### src/hw/rtl/two_button_gesture_decoder_defines.svh
// assertion macros for the two-button gesture decoder
`ifndef TWO_BUTTON_GESTURE_DECODER_DEFINES_SVH
`define TWO_BUTTON_GESTURE_DECODER_DEFINES_SVH

// same-cycle implication, checked on every clock outside reset
`define TBGD_ASSERT_NOW(lbl, ante, cons) \
	lbl: assert property (@(posedge clk) disable iff (!arst_n) (ante) |-> (cons)) \
		else $error("tbgd assertion failed");

// next-cycle implication
`define TBGD_ASSERT_NEXT(lbl, ante, cons) \
	lbl: assert property (@(posedge clk) disable iff (!arst_n) (ante) |=> (cons)) \
		else $error("tbgd assertion failed");

`endif

### src/hw/rtl/tbgd_pkg.sv
// types and constants shared by the gesture decoder modules
`timescale 1ns / 1ps

package tbgd_pkg;

	localparam int TICK_BITS  = 32;
	localparam int CNT_BITS   = 8;
	localparam int HOLD_BITS  = 32;
	localparam int CFG_DATA_W = 32;
	localparam int IN_DATA_W  = 40;
	localparam int OUT_DATA_W = 8;

	localparam logic [CNT_BITS-1:0] COUNT_MAX = 8'd255;
	localparam logic [CNT_BITS-1:0] DEBOUNCE_RESET = 8'd3;
	localparam logic [HOLD_BITS-1:0] HOLD_RESET = 32'd2000;

	typedef logic [TICK_BITS-1:0] tick_t;

	typedef enum logic [2:0] {
		CMD_NONE         = 3'd0,
		CMD_RESET_PROV   = 3'd1,
		CMD_ENTER_PROMPT = 3'd2,
		CMD_B1_PRESS     = 3'd3,
		CMD_B2_PRESS     = 3'd4,
		CMD_CANCEL       = 3'd5,
		CMD_START        = 3'd6
	} cmd_t;

	typedef enum logic [1:0] {
		MODE_NORMAL = 2'd0,
		MODE_PROMPT = 2'd1,
		MODE_PROV   = 2'd2,
		MODE_OTHER  = 2'd3
	} mode_t;

	typedef enum logic [0:0] {
		CFG_DEBOUNCE = 1'b0,
		CFG_HOLD     = 1'b1
	} cfg_idx_t;

	typedef struct packed {
		logic [CNT_BITS-1:0]  debounce_samples;
		logic [HOLD_BITS-1:0] hold_ticks;
	} cfg_t;

	// debounced level and its edges for one button
	typedef struct packed {
		logic pressed;
		logic rose;
		logic fell;
	} deb_t;

	typedef struct packed {
		cmd_t first_cmd;
		cmd_t second_cmd;
	} cmds_t;

endpackage

### src/hw/rtl/tbgd_debounce.sv
// same-value counter debouncer with edge detect for one button
`timescale 1ns / 1ps

module tbgd_debounce (
	input  logic                          clk,
	input  logic                          arst_n,
	input  logic                          en,
	input  logic                          raw,
	input  logic [tbgd_pkg::CNT_BITS-1:0] debounce_samples,
	output tbgd_pkg::deb_t                deb
);
	import tbgd_pkg::*;

	logic                stable_q;
	logic                prev_raw_q;
	logic [CNT_BITS-1:0] cnt_q;
	logic [CNT_BITS-1:0] cnt_n;
	logic                stable_n;

	always_comb begin
		if (raw == prev_raw_q) begin
			cnt_n = (cnt_q < COUNT_MAX) ? cnt_q + CNT_BITS'(1) : cnt_q;
		end else begin
			cnt_n = '0;
		end
		stable_n = (cnt_n >= debounce_samples) ? raw : stable_q;
	end

	// previous stable level is the stored one
	assign deb.pressed = stable_n;
	assign deb.rose    = stable_n & ~stable_q;
	assign deb.fell    = ~stable_n & stable_q;

	always_ff @(posedge clk or negedge arst_n) begin
		if (!arst_n) begin
			stable_q   <= 1'b0;
			prev_raw_q <= 1'b0;
			cnt_q      <= '0;
		end else if (en) begin
			stable_q   <= stable_n;
			prev_raw_q <= raw;
			cnt_q      <= cnt_n;
		end
	end

endmodule

### src/hw/rtl/tbgd_gesture.sv
// hold, combo and short-release detection with per-mode command selection
`timescale 1ns / 1ps

module tbgd_gesture (
	input  logic                           clk,
	input  logic                           arst_n,
	input  logic                           en,
	input  tbgd_pkg::deb_t                 deb1,
	input  tbgd_pkg::deb_t                 deb2,
	input  tbgd_pkg::tick_t                now,
	input  logic [1:0]                     mode,
	input  logic [tbgd_pkg::HOLD_BITS-1:0] hold_ticks,
	output tbgd_pkg::cmds_t                cmds
);
	import tbgd_pkg::*;

	tick_t down_tick_q;
	logic  hold_sent_q;
	logic  prev_both_q;
	tick_t both_start_q;
	logic  both_fired_q;
	logic  combo_q;

	tick_t down_tick_n;
	logic  hold_sent_n;
	logic  hold_sent_tmp;
	tick_t both_start_n;
	logic  both_fired_n;
	logic  both_fired_tmp;
	logic  combo_n;
	logic  both;
	logic  both_fire;
	logic  b1_hold;
	logic  quiet;
	tick_t held1;
	tick_t both_held;
	cmd_t  cand [4];

	always_comb begin
		both = deb1.pressed & deb2.pressed;

		down_tick_n   = deb1.rose ? now : down_tick_q;
		hold_sent_tmp = (deb1.rose | deb1.fell) ? 1'b0 : hold_sent_q;
		held1         = deb1.pressed ? now - down_tick_n : '0;

		if (both) begin
			combo_n = 1'b1;
		end else if (!deb1.pressed && !deb2.pressed) begin
			combo_n = 1'b0;
		end else begin
			combo_n = combo_q;
		end

		both_start_n   = (both && !prev_both_q) ? now : both_start_q;
		both_fired_tmp = (both && prev_both_q) ? both_fired_q : 1'b0;
		both_held      = now - both_start_n;
		both_fire      = both & ~both_fired_tmp & (HOLD_BITS'(both_held) >= hold_ticks);
		both_fired_n   = both_fired_tmp | both_fire;

		b1_hold = ~both & deb1.pressed & ~hold_sent_tmp & (HOLD_BITS'(held1) >= hold_ticks);
		// short releases only count outside a two-button gesture
		quiet   = ~combo_n & ~both_fired_n;

		cand[0]     = both_fire ? CMD_RESET_PROV : CMD_NONE;
		cand[1]     = CMD_NONE;
		cand[2]     = CMD_NONE;
		cand[3]     = CMD_NONE;
		hold_sent_n = hold_sent_tmp;
		unique case (mode_t'(mode))
			MODE_NORMAL: begin
				cand[1]     = b1_hold ? CMD_ENTER_PROMPT : CMD_NONE;
				cand[2]     = (quiet && deb1.fell) ? CMD_B1_PRESS : CMD_NONE;
				cand[3]     = (quiet && deb2.fell) ? CMD_B2_PRESS : CMD_NONE;
				hold_sent_n = hold_sent_tmp | b1_hold;
			end
			MODE_PROMPT: begin
				cand[1]     = b1_hold ? CMD_CANCEL : CMD_NONE;
				cand[2]     = (quiet && deb2.fell) ? CMD_START : CMD_NONE;
				hold_sent_n = hold_sent_tmp | b1_hold;
			end
			MODE_PROV: begin
				cand[1]     = b1_hold ? CMD_CANCEL : CMD_NONE;
				hold_sent_n = hold_sent_tmp | b1_hold;
			end
			MODE_OTHER: begin
			end
			default: begin
			end
		endcase

		// first two commands in send order
		cmds.first_cmd  = CMD_NONE;
		cmds.second_cmd = CMD_NONE;
		for (int i = 0; i < 4; i++) begin
			if (cand[i] != CMD_NONE) begin
				if (cmds.first_cmd == CMD_NONE) begin
					cmds.first_cmd = cand[i];
				end else if (cmds.second_cmd == CMD_NONE) begin
					cmds.second_cmd = cand[i];
				end
			end
		end
	end

	always_ff @(posedge clk or negedge arst_n) begin
		if (!arst_n) begin
			down_tick_q  <= '0;
			hold_sent_q  <= 1'b0;
			prev_both_q  <= 1'b0;
			both_start_q <= '0;
			both_fired_q <= 1'b0;
			combo_q      <= 1'b0;
		end else if (en) begin
			down_tick_q  <= down_tick_n;
			hold_sent_q  <= hold_sent_n;
			prev_both_q  <= both;
			both_start_q <= both_start_n;
			both_fired_q <= both_fired_n;
			combo_q      <= combo_n;
		end
	end

endmodule

### src/hw/rtl/two_button_gesture_decoder.sv
// two-button gesture decoder top level: input stage, decode logic, result register
//
// channel   direction  payload
// s_axis    in         poll sample: raw levels, tick count, ui mode
// m_axis    out        command pair and debounced levels
// cfg       in         register write: debounce samples, hold ticks
//
// one sample per cycle sustained while m_axis_tready stays high
// the sample sits in the input stage, the decode runs in one pass into the result register
// button state advances only when the input stage moves into the result register
// a stalled result keeps the input stage full; s_axis_tready drops once both are held
// reset clears the valid flags and button state and loads debounce 3 and hold 2000
`timescale 1ns / 1ps
`include "two_button_gesture_decoder_defines.svh"

module two_button_gesture_decoder (
	input  logic                            clk,
	input  logic                            arst_n,
	input  logic                            s_axis_tvalid,
	output logic                            s_axis_tready,
	// raw_button1, raw_button2, now_tick[31:0], ui_mode[1:0], zero pad
	input  logic [tbgd_pkg::IN_DATA_W-1:0]  s_axis_tdata,
	output logic                            m_axis_tvalid,
	input  logic                            m_axis_tready,
	// first_cmd[2:0], second_cmd[2:0], stable_button1, stable_button2
	output logic [tbgd_pkg::OUT_DATA_W-1:0] m_axis_tdata,
	input  logic                            cfg_we,
	input  logic                            cfg_addr,
	input  logic [tbgd_pkg::CFG_DATA_W-1:0] cfg_wdata
);
	import tbgd_pkg::*;

	cfg_t       cfg_q;
	logic       valid_s1;
	logic       raw1_s1;
	logic       raw2_s1;
	tick_t      now_s1;
	logic [1:0] mode_s1;
	logic       valid_s2;
	cmds_t      cmds_s2;
	logic       stable1_s2;
	logic       stable2_s2;
	logic       advance;
	deb_t       deb1;
	deb_t       deb2;
	cmds_t      cmds;

	always_ff @(posedge clk or negedge arst_n) begin
		if (!arst_n) begin
			cfg_q.debounce_samples <= DEBOUNCE_RESET;
			cfg_q.hold_ticks       <= HOLD_RESET;
		end else if (cfg_we) begin
			unique case (cfg_idx_t'(cfg_addr))
				CFG_DEBOUNCE: cfg_q.debounce_samples <= cfg_wdata[CNT_BITS-1:0];
				CFG_HOLD:     cfg_q.hold_ticks <= cfg_wdata[HOLD_BITS-1:0];
				default:      cfg_q <= cfg_q;
			endcase
		end
	end

	assign advance       = valid_s1 & (~valid_s2 | m_axis_tready);
	assign s_axis_tready = ~valid_s1 | advance;

	always_ff @(posedge clk or negedge arst_n) begin
		if (!arst_n) begin
			valid_s1 <= 1'b0;
		end else if (s_axis_tready) begin
			valid_s1 <= s_axis_tvalid;
		end
	end

	always_ff @(posedge clk) begin
		if (s_axis_tready && s_axis_tvalid) begin
			raw1_s1 <= s_axis_tdata[0];
			raw2_s1 <= s_axis_tdata[1];
			now_s1  <= s_axis_tdata[2 +: TICK_BITS];
			mode_s1 <= s_axis_tdata[34 +: 2];
		end
	end

	tbgd_debounce u_deb1 (
		.clk              (clk),
		.arst_n           (arst_n),
		.en               (advance),
		.raw              (raw1_s1),
		.debounce_samples (cfg_q.debounce_samples),
		.deb              (deb1)
	);

	tbgd_debounce u_deb2 (
		.clk              (clk),
		.arst_n           (arst_n),
		.en               (advance),
		.raw              (raw2_s1),
		.debounce_samples (cfg_q.debounce_samples),
		.deb              (deb2)
	);

	tbgd_gesture u_gesture (
		.clk        (clk),
		.arst_n     (arst_n),
		.en         (advance),
		.deb1       (deb1),
		.deb2       (deb2),
		.now        (now_s1),
		.mode       (mode_s1),
		.hold_ticks (cfg_q.hold_ticks),
		.cmds       (cmds)
	);

	always_ff @(posedge clk or negedge arst_n) begin
		if (!arst_n) begin
			valid_s2 <= 1'b0;
		end else if (advance) begin
			valid_s2 <= 1'b1;
		end else if (m_axis_tready) begin
			valid_s2 <= 1'b0;
		end
	end

	always_ff @(posedge clk) begin
		if (advance) begin
			cmds_s2    <= cmds;
			stable1_s2 <= deb1.pressed;
			stable2_s2 <= deb2.pressed;
		end
	end

	assign m_axis_tvalid = valid_s2;
	assign m_axis_tdata  = {stable2_s2, stable1_s2, cmds_s2.second_cmd, cmds_s2.first_cmd};

	// a second command never appears without a first
	`TBGD_ASSERT_NOW(a_cmd_order, m_axis_tvalid && cmds_s2.first_cmd == CMD_NONE, cmds_s2.second_cmd == CMD_NONE)
	// input side backs up whenever both stages are held
	`TBGD_ASSERT_NOW(a_backpressure, valid_s1 && valid_s2 && !m_axis_tready, !s_axis_tready)
	// a sample leaving the input stage always lands as a result beat
	`TBGD_ASSERT_NEXT(a_advance_lands, advance, m_axis_tvalid)
	// both-hold and single-button hold cannot fire in one sample
	`TBGD_ASSERT_NOW(a_hold_excl, m_axis_tvalid && cmds_s2.first_cmd == CMD_RESET_PROV, cmds_s2.second_cmd == CMD_NONE)

endmodule
### config.mk
export PLATFORM = sky130hd
export DESIGN_NAME = two_button_gesture_decoder
export DESIGN_NICKNAME = d
export VERILOG_FILES = /design/src/hw/rtl/tbgd_pkg.sv /design/src/hw/rtl/tbgd_debounce.sv /design/src/hw/rtl/tbgd_gesture.sv /design/src/hw/rtl/two_button_gesture_decoder.sv
export VERILOG_INCLUDE_DIRS = /design/src /design/src/hw/rtl
export SDC_FILE = /design/constraint.sdc
export NUM_CORES = 1
export LEC_CHECK = 0
export BUFFER_PORTS_ARGS = -buffer_cell sky130_fd_sc_hd__buf_2
export CAP_MARGIN = 0
export CORE_ASPECT_RATIO = 1.25
export CORE_MARGIN = 3
export CORE_UTILIZATION = 41
export DETAILED_ROUTE_END_ITERATION = 6
export SLEW_MARGIN = 20
export SYNTH_ARGS = -nofsm -noshare
export SYNTH_HDL_FRONTEND = slang
export SYNTH_SLANG_ARGS = --single-unit
### constraint.sdc
create_clock -name clk -period 13.4 [get_ports clk]
set_input_delay 0.67 -clock clk [delete_from_list [all_inputs] [get_ports clk]]
set_output_delay 0.67 -clock clk [all_outputs]
set_load 0.05 [all_outputs]
==> impl_metrics.json, run 1 <==
{
  "synth_cells": 1257,
  "track_usage_pct": 18.0,
  "worst_pin_slew_ps": 1040,
  "die_x_um": 162,
  "hold_violations": 0,
  "setup_viol": 0,
  "yosysWarnings": 0,
  "critPathCaptureType": "register",
  "critical_path_class": "register to register",
  "fin_crit_sh_pct": 72.5,
  "yosysTopAreaCellShare_pct": 24.5,
  "dieHeight_um": 201,
  "slowest_delay_ps": 680,
  "timing.final.ws_setup_ps": 3690,
  "clockPowerShare_pct": 15.1,
  "status": "finished, final reports clean",
  "cp_num_buf_inv": 1,
  "antenna_found_initial": 0,
  "p_int_mw": 1.93,
  "cts_sinks": 174,
  "synth_area_leader_cell": "dfrtp_1",
  "path_max_fanout": 22,
  "slew-limit-headroom_pct": 30.3,
  "clk_pin_slew_ps": 70,
  "finalInstanceArea_mm2": 0.0139,
  "htreeDepth": 4,
  "final_nets": 1557,
  "drtPass1Iterations": 5,
  "slowest_stage": "o221ai_4",
  "rsz0062_at_grt": "no",
  "routed_wl_um": 28200,
  "hold-worst-slack_ps": 241,
  "postCtsResizedCells": 0,
  "worstPathRequired_ps": 13680,
  "yosys-top-cells-area": "dfrtp_1 25%, ha_1 15%, edfxtp_1 11%",
  "slew_violations": 0,
  "place_area_mm2": 0.0133,
  "ys_ff_latch": 174,
  "drt_iter0_markers": 358,
  "synth-async-reset-ratio_pct": 74.7,
  "cp_top_family": "compound AO/OA/AOI/OAI gates",
  "post_cts_buffers": 0,
  "cts_tree": "yes",
  "period_minus_slack_ps": 9710,
  "grt_pass1_vias": 9329,
  "place_congestion": 0.891,
  "clk_latency_ps": 440,
  "p_sw_mw": 1.44,
  "cts_buffer_depth": 2,
  "synth_edf_count": 44,
  "die-area_mm2": 0.0325,
  "grt_pass1_wl_um": 47300,
  "core_area_mm2": 0.0296,
  "syn_area_mm2": 0.0125,
  "arrival_ps": 9990,
  "ir_drop_uv": 80.8,
  "hpwl_um": 21400,
  "cts_made_buffers": 17,
  "maxCapViolations": 0,
  "initial_core_util_pct": 42.1,
  "ios": 88,
  "p_per_area_mw_per_mm2": 242,
  "synth_nets": 1486,
  "cts-hold-fix-buffers": 0,
  "start_kind": "register",
  "grt_max_degree": 69,
  "yosysSeqAreaShare_pct": 36.8,
  "worstHoldPathType": "input port to asynchronous set/reset pin",
  "postRouteAntennaNets": 0,
  "synthFlopType": "dfrtp_1",
  "grt.overflow.total": 0,
  "critPathMostFrequentCell": "ha_1",
  "max_freq_ghz": 0.103,
  "synth_cell_types": 75,
  "clock_skew_ps": 11.0,
  "n_antenna_cell": 0,
  "setup_tns_ps": 0,
  "routed_via_density": 5.26,
  "drive_gt1_share_pct": 17.8,
  "clockRootBuffer": "clkbuf_16",
  "synth.avg_cell_area_um2": 9.91,
  "preCtsSetupSlack_ps": 3410,
  "power_frac_comb_pct": 62.3,
  "power_leakage_nw": 6.61,
  "wire_per_inst_um": 16.2,
  "vias": 9142,
  "syn2layout_area_growth_pct": 11.7,
  "ys_top_cells_by_count": "149 x ha_1, 126 x nand2_1, 122 x dfrtp_1, 85 x nor2_1, 77 x o21ai_0",
  "row_count": 70,
  "power_frac_seq_pct": 22.6,
  "portBuffers": 83,
  "drc": 0,
  "swShare_pct": 42.8,
  "synth.most_common_cell": "ha_1"
}
-- routing by layer --
metal,GRT usage [%],part of all wire [%]
met2,31.8,50
met1,22.8,46
met5,0,0
met4,4.88,1.6
met3,2.64,2.0
-- metrics by stage --
step           cells  utilization (%)  power (mW)
2_1_floorplan   1257                -        2.42
3_3_place_gp    1703             44.8        2.83
3_5_place_dp    1703             44.8        2.87
4_1_cts         1735             46.8        3.40
5_1_grt         1737             47.0        3.72
6_report        1737             47.0        3.37
-- final cells by class --
class,instances,area (um^2)
repair buffers,91,514
fillers,2892,15700
well taps,396,495
flip-flops and latches,174,4580
clock inverters,13,121
clock buffers,19,475
inverters,67,251
multi-input cells,977,7470
-- state kept, by name (all words and copies together), names as in the netlist --
register	cells
cfg_q	40
now_s1	32
u_gesture.both_start_q	32
u_gesture.down_tick_q	32
u_deb1.cnt_q	8
u_deb2.cnt_q	8
m_axis_tdata	6
mode_s1	2
m_axis_tvalid	1
raw1_s1	1
raw2_s1	1
stable1_s2	1
stable2_s2	1
u_deb1.prev_raw_q	1
u_deb1.stable_q	1
u_deb2.prev_raw_q	1
u_deb2.stable_q	1
u_gesture.both_fired_q	1
u_gesture.combo_q	1
u_gesture.hold_sent_q	1
u_gesture.prev_both_q	1
valid_s1	1
-- cell usage in the layout (no fill, tap or decap), drive strengths merged, types with 3 or more instances in the layout --
| cell | count |
|---|---|
| clkbuf | 19 |
| nand2 | 126 |
| a211oi | 7 |
| a2111oi | 5 |
| o21bai | 8 |
| nor2 | 86 |
| mux2 | 69 |
| dfstp | 8 |
| nor2b | 9 |
| nor3 | 10 |
| ha | 149 |
| a31oi | 11 |
| nand3 | 21 |
| a21o | 71 |
| edfxtp | 44 |
| or2 | 7 |
| buf | 91 |
| and2 | 7 |
| a211o | 6 |
| nand2b | 20 |
| xor2 | 31 |
| o211ai | 7 |
| and3 | 10 |
| and4 | 3 |
| o31a | 3 |
| inv | 73 |
| xnor2 | 37 |
| o21ai | 80 |
| nand4 | 17 |
| a21oi | 66 |
| o31ai | 4 |
| clkinv | 4 |
| o21a | 9 |
| dfrtp | 122 |
| mux2i | 61 |
| a31o | 4 |
-- power by group through the flow --
stage | combinational (mW) | clock [mW] | sequential [mW]
finish | 2.10 | 0.510 | 0.762
detailed placement | 2.09 | 0 | 0.773
floorplan | 1.66 | 0 | 0.763
global placement | 2.06 | 0 | 0.766
global route | 2.39 | 0.546 | 0.782
CTS | 2.11 | 0.527 | 0.762
-- final timing paths --
kind,from,endpoint,slack [ps],depth (start not counted)
max reg2reg,u_deb1.cnt_q[0],m_axis_tdata[5],3690,35
min in group clk,s_axis_tdata[23],now_s1[21],400,1
min,arst_n,u_gesture.both_start_q[5],240,1
max,u_deb1.cnt_q[0],m_axis_tdata[5],3690,35
max in group asynchronous,arst_n,u_gesture.down_tick_q[24],11880,2
min reg2reg,u_gesture.down_tick_q[5],u_gesture.down_tick_q[5],480,2
-- logic make-up after synthesis --
family,count (synthesis),share of synthesized area (%)
and+or+nand+nor,324,12.1
muxes,130,11.1
xor gates and xnor gates,68,4.78
DFF,174,36.8
buffers and inverters,106,3.42
adders and majority gates,152,15.4
AOI/OAI and AO/OA,303,16.4
(Power assumes the default switching activity.)
==> run 2, diff against run 1 <==
==> constraint.sdc (replaced) <==
create_clock -name clk -period 9.7 [get_ports clk]
set_input_delay 0.485 -clock clk [delete_from_list [all_inputs] [get_ports clk]]
set_output_delay 0.485 -clock clk [all_outputs]
set_load 0.05 [all_outputs]
==> impl_metrics.json, run 2 (synthesized netlist as in run 1, its figures left out) <==
{
  "status": "finished, final reports clean",
  "dieHeight_um": 201,
  "arrival_ps": 9190,
  "wire_per_inst_um": 16.4,
  "final_nets": 1557,
  "cts_sinks": 174,
  "clock_skew_ps": 12.9,
  "drt_iter0_markers": 395,
  "clockRootBuffer": "clkbuf_16",
  "critPathCaptureType": "register",
  "htreeDepth": 4,
  "worst_pin_slew_ps": 1060,
  "hpwl_um": 21400,
  "slew_violations": 0,
  "critPathMostFrequentCell": "ha_1",
  "die_x_um": 162,
  "path_max_fanout": 18,
  "vias": 9288,
  "setup_viol": 0,
  "fin_crit_sh_pct": 92.8,
  "ios": 88,
  "clk_latency_ps": 440,
  "rsz0062_at_grt": "no",
  "cp_top_family": "compound AO/OA/AOI/OAI gates",
  "layout_common_cells": "148 x ha_1, 124 x nand2_1, 122 x dfrtp_1, 84 x nor2_1, 82 x buf_2",
  "routed_via_density": 5.34,
  "slowest_delay_ps": 700,
  "core_area_mm2": 0.0296,
  "layout_commonest_cell": "ha_1",
  "grt_max_degree": 69,
  "die-area_mm2": 0.0325,
  "drc": 0,
  "drive_gt1_share_pct": 17.7,
  "worstPathRequired_ps": 9890,
  "cts_tree": "yes",
  "hold_violations": 0,
  "max_freq_ghz": 0.111,
  "postRouteAntennaNets": 0,
  "start_kind": "register",
  "p_per_area_mw_per_mm2": 337,
  "cts_buffer_depth": 2,
  "largest_reg_flops": 40,
  "maxCapViolations": 0,
  "cp_num_buf_inv": 1,
  "finalInstanceArea_mm2": 0.0139,
  "ir_drop_uv": 123,
  "power_leakage_nw": 6.60,
  "slowest_stage": "a211oi_1",
  "slew-limit-headroom_pct": 29.1,
  "hold-worst-slack_ps": 48.7,
  "critical_path_class": "register to register",
  "postCtsResizedCells": 0,
  "initial_core_util_pct": 42.1,
  "grt.overflow.total": 0,
  "top_register": "cfg_q",
  "worstHoldPathType": "input port to asynchronous set/reset pin",
  "period_minus_slack_ps": 9000,
  "clk_pin_slew_ps": 70,
  "cts_made_buffers": 17,
  "place_area_mm2": 0.0133,
  "antenna_found_initial": 0,
  "drtPass1Iterations": 5,
  "place_congestion": 0.860,
  "setup_tns_ps": 0,
  "post_cts_buffers": 0,
  "track_usage_pct": 17.9,
  "portBuffers": 83,
  "row_count": 70,
  "grt_pass1_vias": 9389,
  "cts-hold-fix-buffers": 0,
  "grt_pass1_wl_um": 46900,
  "syn2layout_area_growth_pct": 11.7,
  "routed_wl_um": 28400
}
==> run 2: area by class of cell <==
| class | instances | area, um^2 |
|---|---|---|
| Timing Repair Buffer | 91 | 482 |
| Fill cell | 2862 | 15700 |
| Multi-Input combinational cell | 977 | 7480 |
| Tap cell | 396 | 495 |
| Sequential cell | 174 | 4580 |
| Clock buffer | 23 | 489 |
| Clock inverter | 9 | 133 |
| Inverter | 67 | 251 |
| Antenna cell | 1 | 2.50 |
==> run 2: final timing paths <==
| path | from | endpoint | slack, ps | depth (start not counted) |
|---|---|---|---|---|
| min in group clk | s_axis_tdata[17] | now_s1[15] | 210 | 1 |
| setup reg to reg | u_deb1.cnt_q[0] | m_axis_tdata[4] | 700 | 34 |
| max in group asynchronous | arst_n | u_deb1.prev_raw_q | 8340 | 2 |
| hold reg to reg | u_gesture.down_tick_q[18] | u_gesture.down_tick_q[18] | 480 | 2 |
| hold / removal | arst_n | u_gesture.down_tick_q[2] | 50 | 1 |
| setup / recovery | u_deb1.cnt_q[0] | m_axis_tdata[4] | 700 | 34 |
==> run 2: worst reg2reg max path: cells and delay by family, from the launching register on <==
family,cells,cell delay [ps]
buffers and inverters,1,410
AND/OR/NAND/NOR,12,2030
adder cells (fa/ha/maj),5,1580
flip-flops,1,430
multiplexers,1,160
AO/OA/AOI/OAI,13,3760
XOR/XNOR,2,350
==> run 2: stage by stage <==
step	setup slack, ps	util (%)	cells	power (mW)
2_1_floorplan	1130	-	1257	3.35
3_3_place_gp	751	44.9	1705	3.90
6_report	702	47.0	1738	4.69
5_1_grt	52.8	47.0	1737	5.14
4_1_cts	616	47.0	1737	4.73
3_5_place_dp	669	44.9	1705	3.97
==> run 2: power by group <==
| part | leakage [nW] | internal (mW) | switching, mW |
|---|---|---|---|
| Combinational | 4.26 | 1.33 | 1.57 |
| Clock | 0.298 | 0.435 | 0.298 |
| Sequential | 2.04 | 0.945 | 0.109 |
==> run 2: routing by layer <==
metal | share of wire, % | up-vias | track usage (%)
met3 | 2.4 | 28 | 2.58
met2 | 51 | 133 | 31.7
met1 | 45 | 4454 | 22.4
met4 | 1.6 | 0 | 5.27
met5 | 0 | - | 0
li1 | - | 4673 | -
==> run 3, diff against run 2 <==
--- a/config.mk
+++ b/config.mk
@@ -11,8 +11,8 @@
 export CORE_ASPECT_RATIO = 1.25
 export CORE_MARGIN = 3
 export CORE_UTILIZATION = 41
+export CTS_BUF_LIST = sky130_fd_sc_hd__clkbuf_8 sky130_fd_sc_hd__clkbuf_16
 export DETAILED_ROUTE_END_ITERATION = 6
-export SLEW_MARGIN = 20
 export SYNTH_ARGS = -nofsm -noshare
 export SYNTH_HDL_FRONTEND = slang
 export SYNTH_SLANG_ARGS = --single-unit
==> impl_metrics.json, run 3 (synthesized netlist as in run 1, its figures left out) <==
{
  "status": "finished, final reports clean",
  "slew-limit-headroom_pct": 26.2,
  "rrSetupSlack_ps": 680,
  "drtPass1Iterations": 4,
  "die-area_mm2": 0.0325,
  "clock_skew_ps": 13.6,
  "period_minus_slack_ps": 9020,
  "place_area_mm2": 0.0133,
  "critPathCaptureType": "register",
  "path_max_fanout": 18,
  "initial_core_util_pct": 42.1,
  "wire_per_inst_um": 16.4,
  "cts_made_buffers": 17,
  "clk_latency_ps": 440,
  "grt_pass1_vias": 9389,
  "r2r-end": "m_axis_tdata[4]",
  "setup_viol": 0,
  "portBuffers": 83,
  "rsz0062_at_grt": "no",
  "dieHeight_um": 201,
  "grt.overflow.total": 0,
  "rr_worst_depth": 34,
  "clk_pin_slew_ps": 70,
  "fin_util_pct": 47.0,
  "max_freq_ghz": 0.111,
  "routed_wl_um": 28400,
  "setup_tns_ps": 0,
  "finalNonFillerCells": 1738,
  "syn2layout_area_growth_pct": 11.7,
  "final_nets": 1557,
  "critical_path_class": "register to register",
  "layout_common_cells": "148 x ha_1, 124 x nand2_1, 122 x dfrtp_1, 84 x nor2_1, 82 x buf_2",
  "worstReg2RegStart": "u_deb1.cnt_q[0]",
  "hold_violations": 0,
  "postCtsResizedCells": 0,
  "slowest_delay_ps": 700,
  "worstPathRequired_ps": 9890,
  "clockRootBuffer": "clkbuf_16",
  "fin_crit_sh_pct": 93.0,
  "drive_gt1_share_pct": 17.7,
  "worst_pin_slew_ps": 1110,
  "startpoint": "u_deb1.cnt_q[0]",
  "routed_via_density": 5.32,
  "crit_path_end": "m_axis_tdata[4]",
  "vias": 9254,
  "maxCapViolations": 0,
  "slew_violations": 0,
  "drc": 0,
  "arrival_ps": 9210,
  "postRouteAntennaNets": 0,
  "top_register": "cfg_q",
  "hold-worst-slack_ps": 47.6,
  "cts_buffer_depth": 2,
  "core_area_mm2": 0.0296,
  "hpwl_um": 21400,
  "critPathMostFrequentCell": "ha_1",
  "dp_cells": 1705,
  "grt_max_degree": 69,
  "cts-hold-fix-buffers": 0,
  "row_count": 70,
  "die_x_um": 162,
  "worstHoldPathType": "input port to asynchronous set/reset pin",
  "largest_reg_flops": 40,
  "finalInstanceArea_mm2": 0.0139,
  "cts_sinks": 174,
  "antenna_found_initial": 0,
  "post_cts_buffers": 0,
  "cts_tree": "yes",
  "htreeDepth": 4,
  "place_congestion": 0.860,
  "p_per_area_mw_per_mm2": 337,
  "layout_commonest_cell": "ha_1",
  "drt_iter0_markers": 398,
  "ios": 88,
  "slowest_stage": "a211oi_1",
  "power_leakage_nw": 6.62,
  "start_kind": "register",
  "track_usage_pct": 17.9,
  "grt_pass1_wl_um": 46900,
  "ir_drop_uv": 123
}
[run 3: cell types whose count changed in the layout (fill, tap and decap cells not counted), sizes merged]
cell and change:
inv +4, clkbuf -3, clkinv -1
[run 3: power by group]
part | internal (mW) | switching (mW) | total, mW
combinational | 1.33 | 1.57 | 2.90
sequential | 0.945 | 0.108 | 1.05
clock | 0.432 | 0.298 | 0.730
[run 3: cell type report]
class | instances | area, um^2
fill | 2862 | 15700
multi-input combinational | 977 | 7480
sequential | 174 | 4580
tap | 396 | 495
timing repair buffer | 91 | 482
clock buffer | 20 | 478
inverter | 67 | 251
clock inverter | 12 | 144
antenna | 1 | 2.50
[run 3: metal layers]
layer  GRT usage (%)  routed length (um)
met5               0                   0
met4            5.27                 459
met3            2.58                 807
met2            31.7               14300
met1            22.4               12800
[run 3: worst max-delay path: cells and delay by family (launching register included)]
kind | cells | cell delay (ps)
AO/OA/AOI/OAI | 13 | 3730
adder cells (fa/ha/maj) | 5 | 1650
buffers and inverters | 1 | 410
AND/OR/NAND/NOR | 12 | 2020
XOR/XNOR | 2 | 340
multiplexers | 1 | 150
flip-flops | 1 | 430
[run 3: through the flow]
stage	setup WS (ps)	total power, mW
after CTS	617	4.73
after detailed placement	669	3.97
after global routing	63.0	5.14
after global placement	751	3.90
after floorplan	1130	3.35
final	684	4.68
[run 3: how the worst min path moves through the flow]
stage                                         start                   endpoint  slack, ps  cells past startpoint
final                                        arst_n   u_gesture.down_tick_q[2]         50                      1
after global routing                         arst_n   u_gesture.down_tick_q[2]         90                      1
after CTS                                    arst_n   u_gesture.down_tick_q[1]         50                      1
after detailed placement  u_gesture.down_tick_q[21]  u_gesture.down_tick_q[21]        470                      2
after global placement    u_gesture.down_tick_q[14]  u_gesture.down_tick_q[14]        460                      2
after floorplan                              arst_n                   cfg_q[0]        190                      0
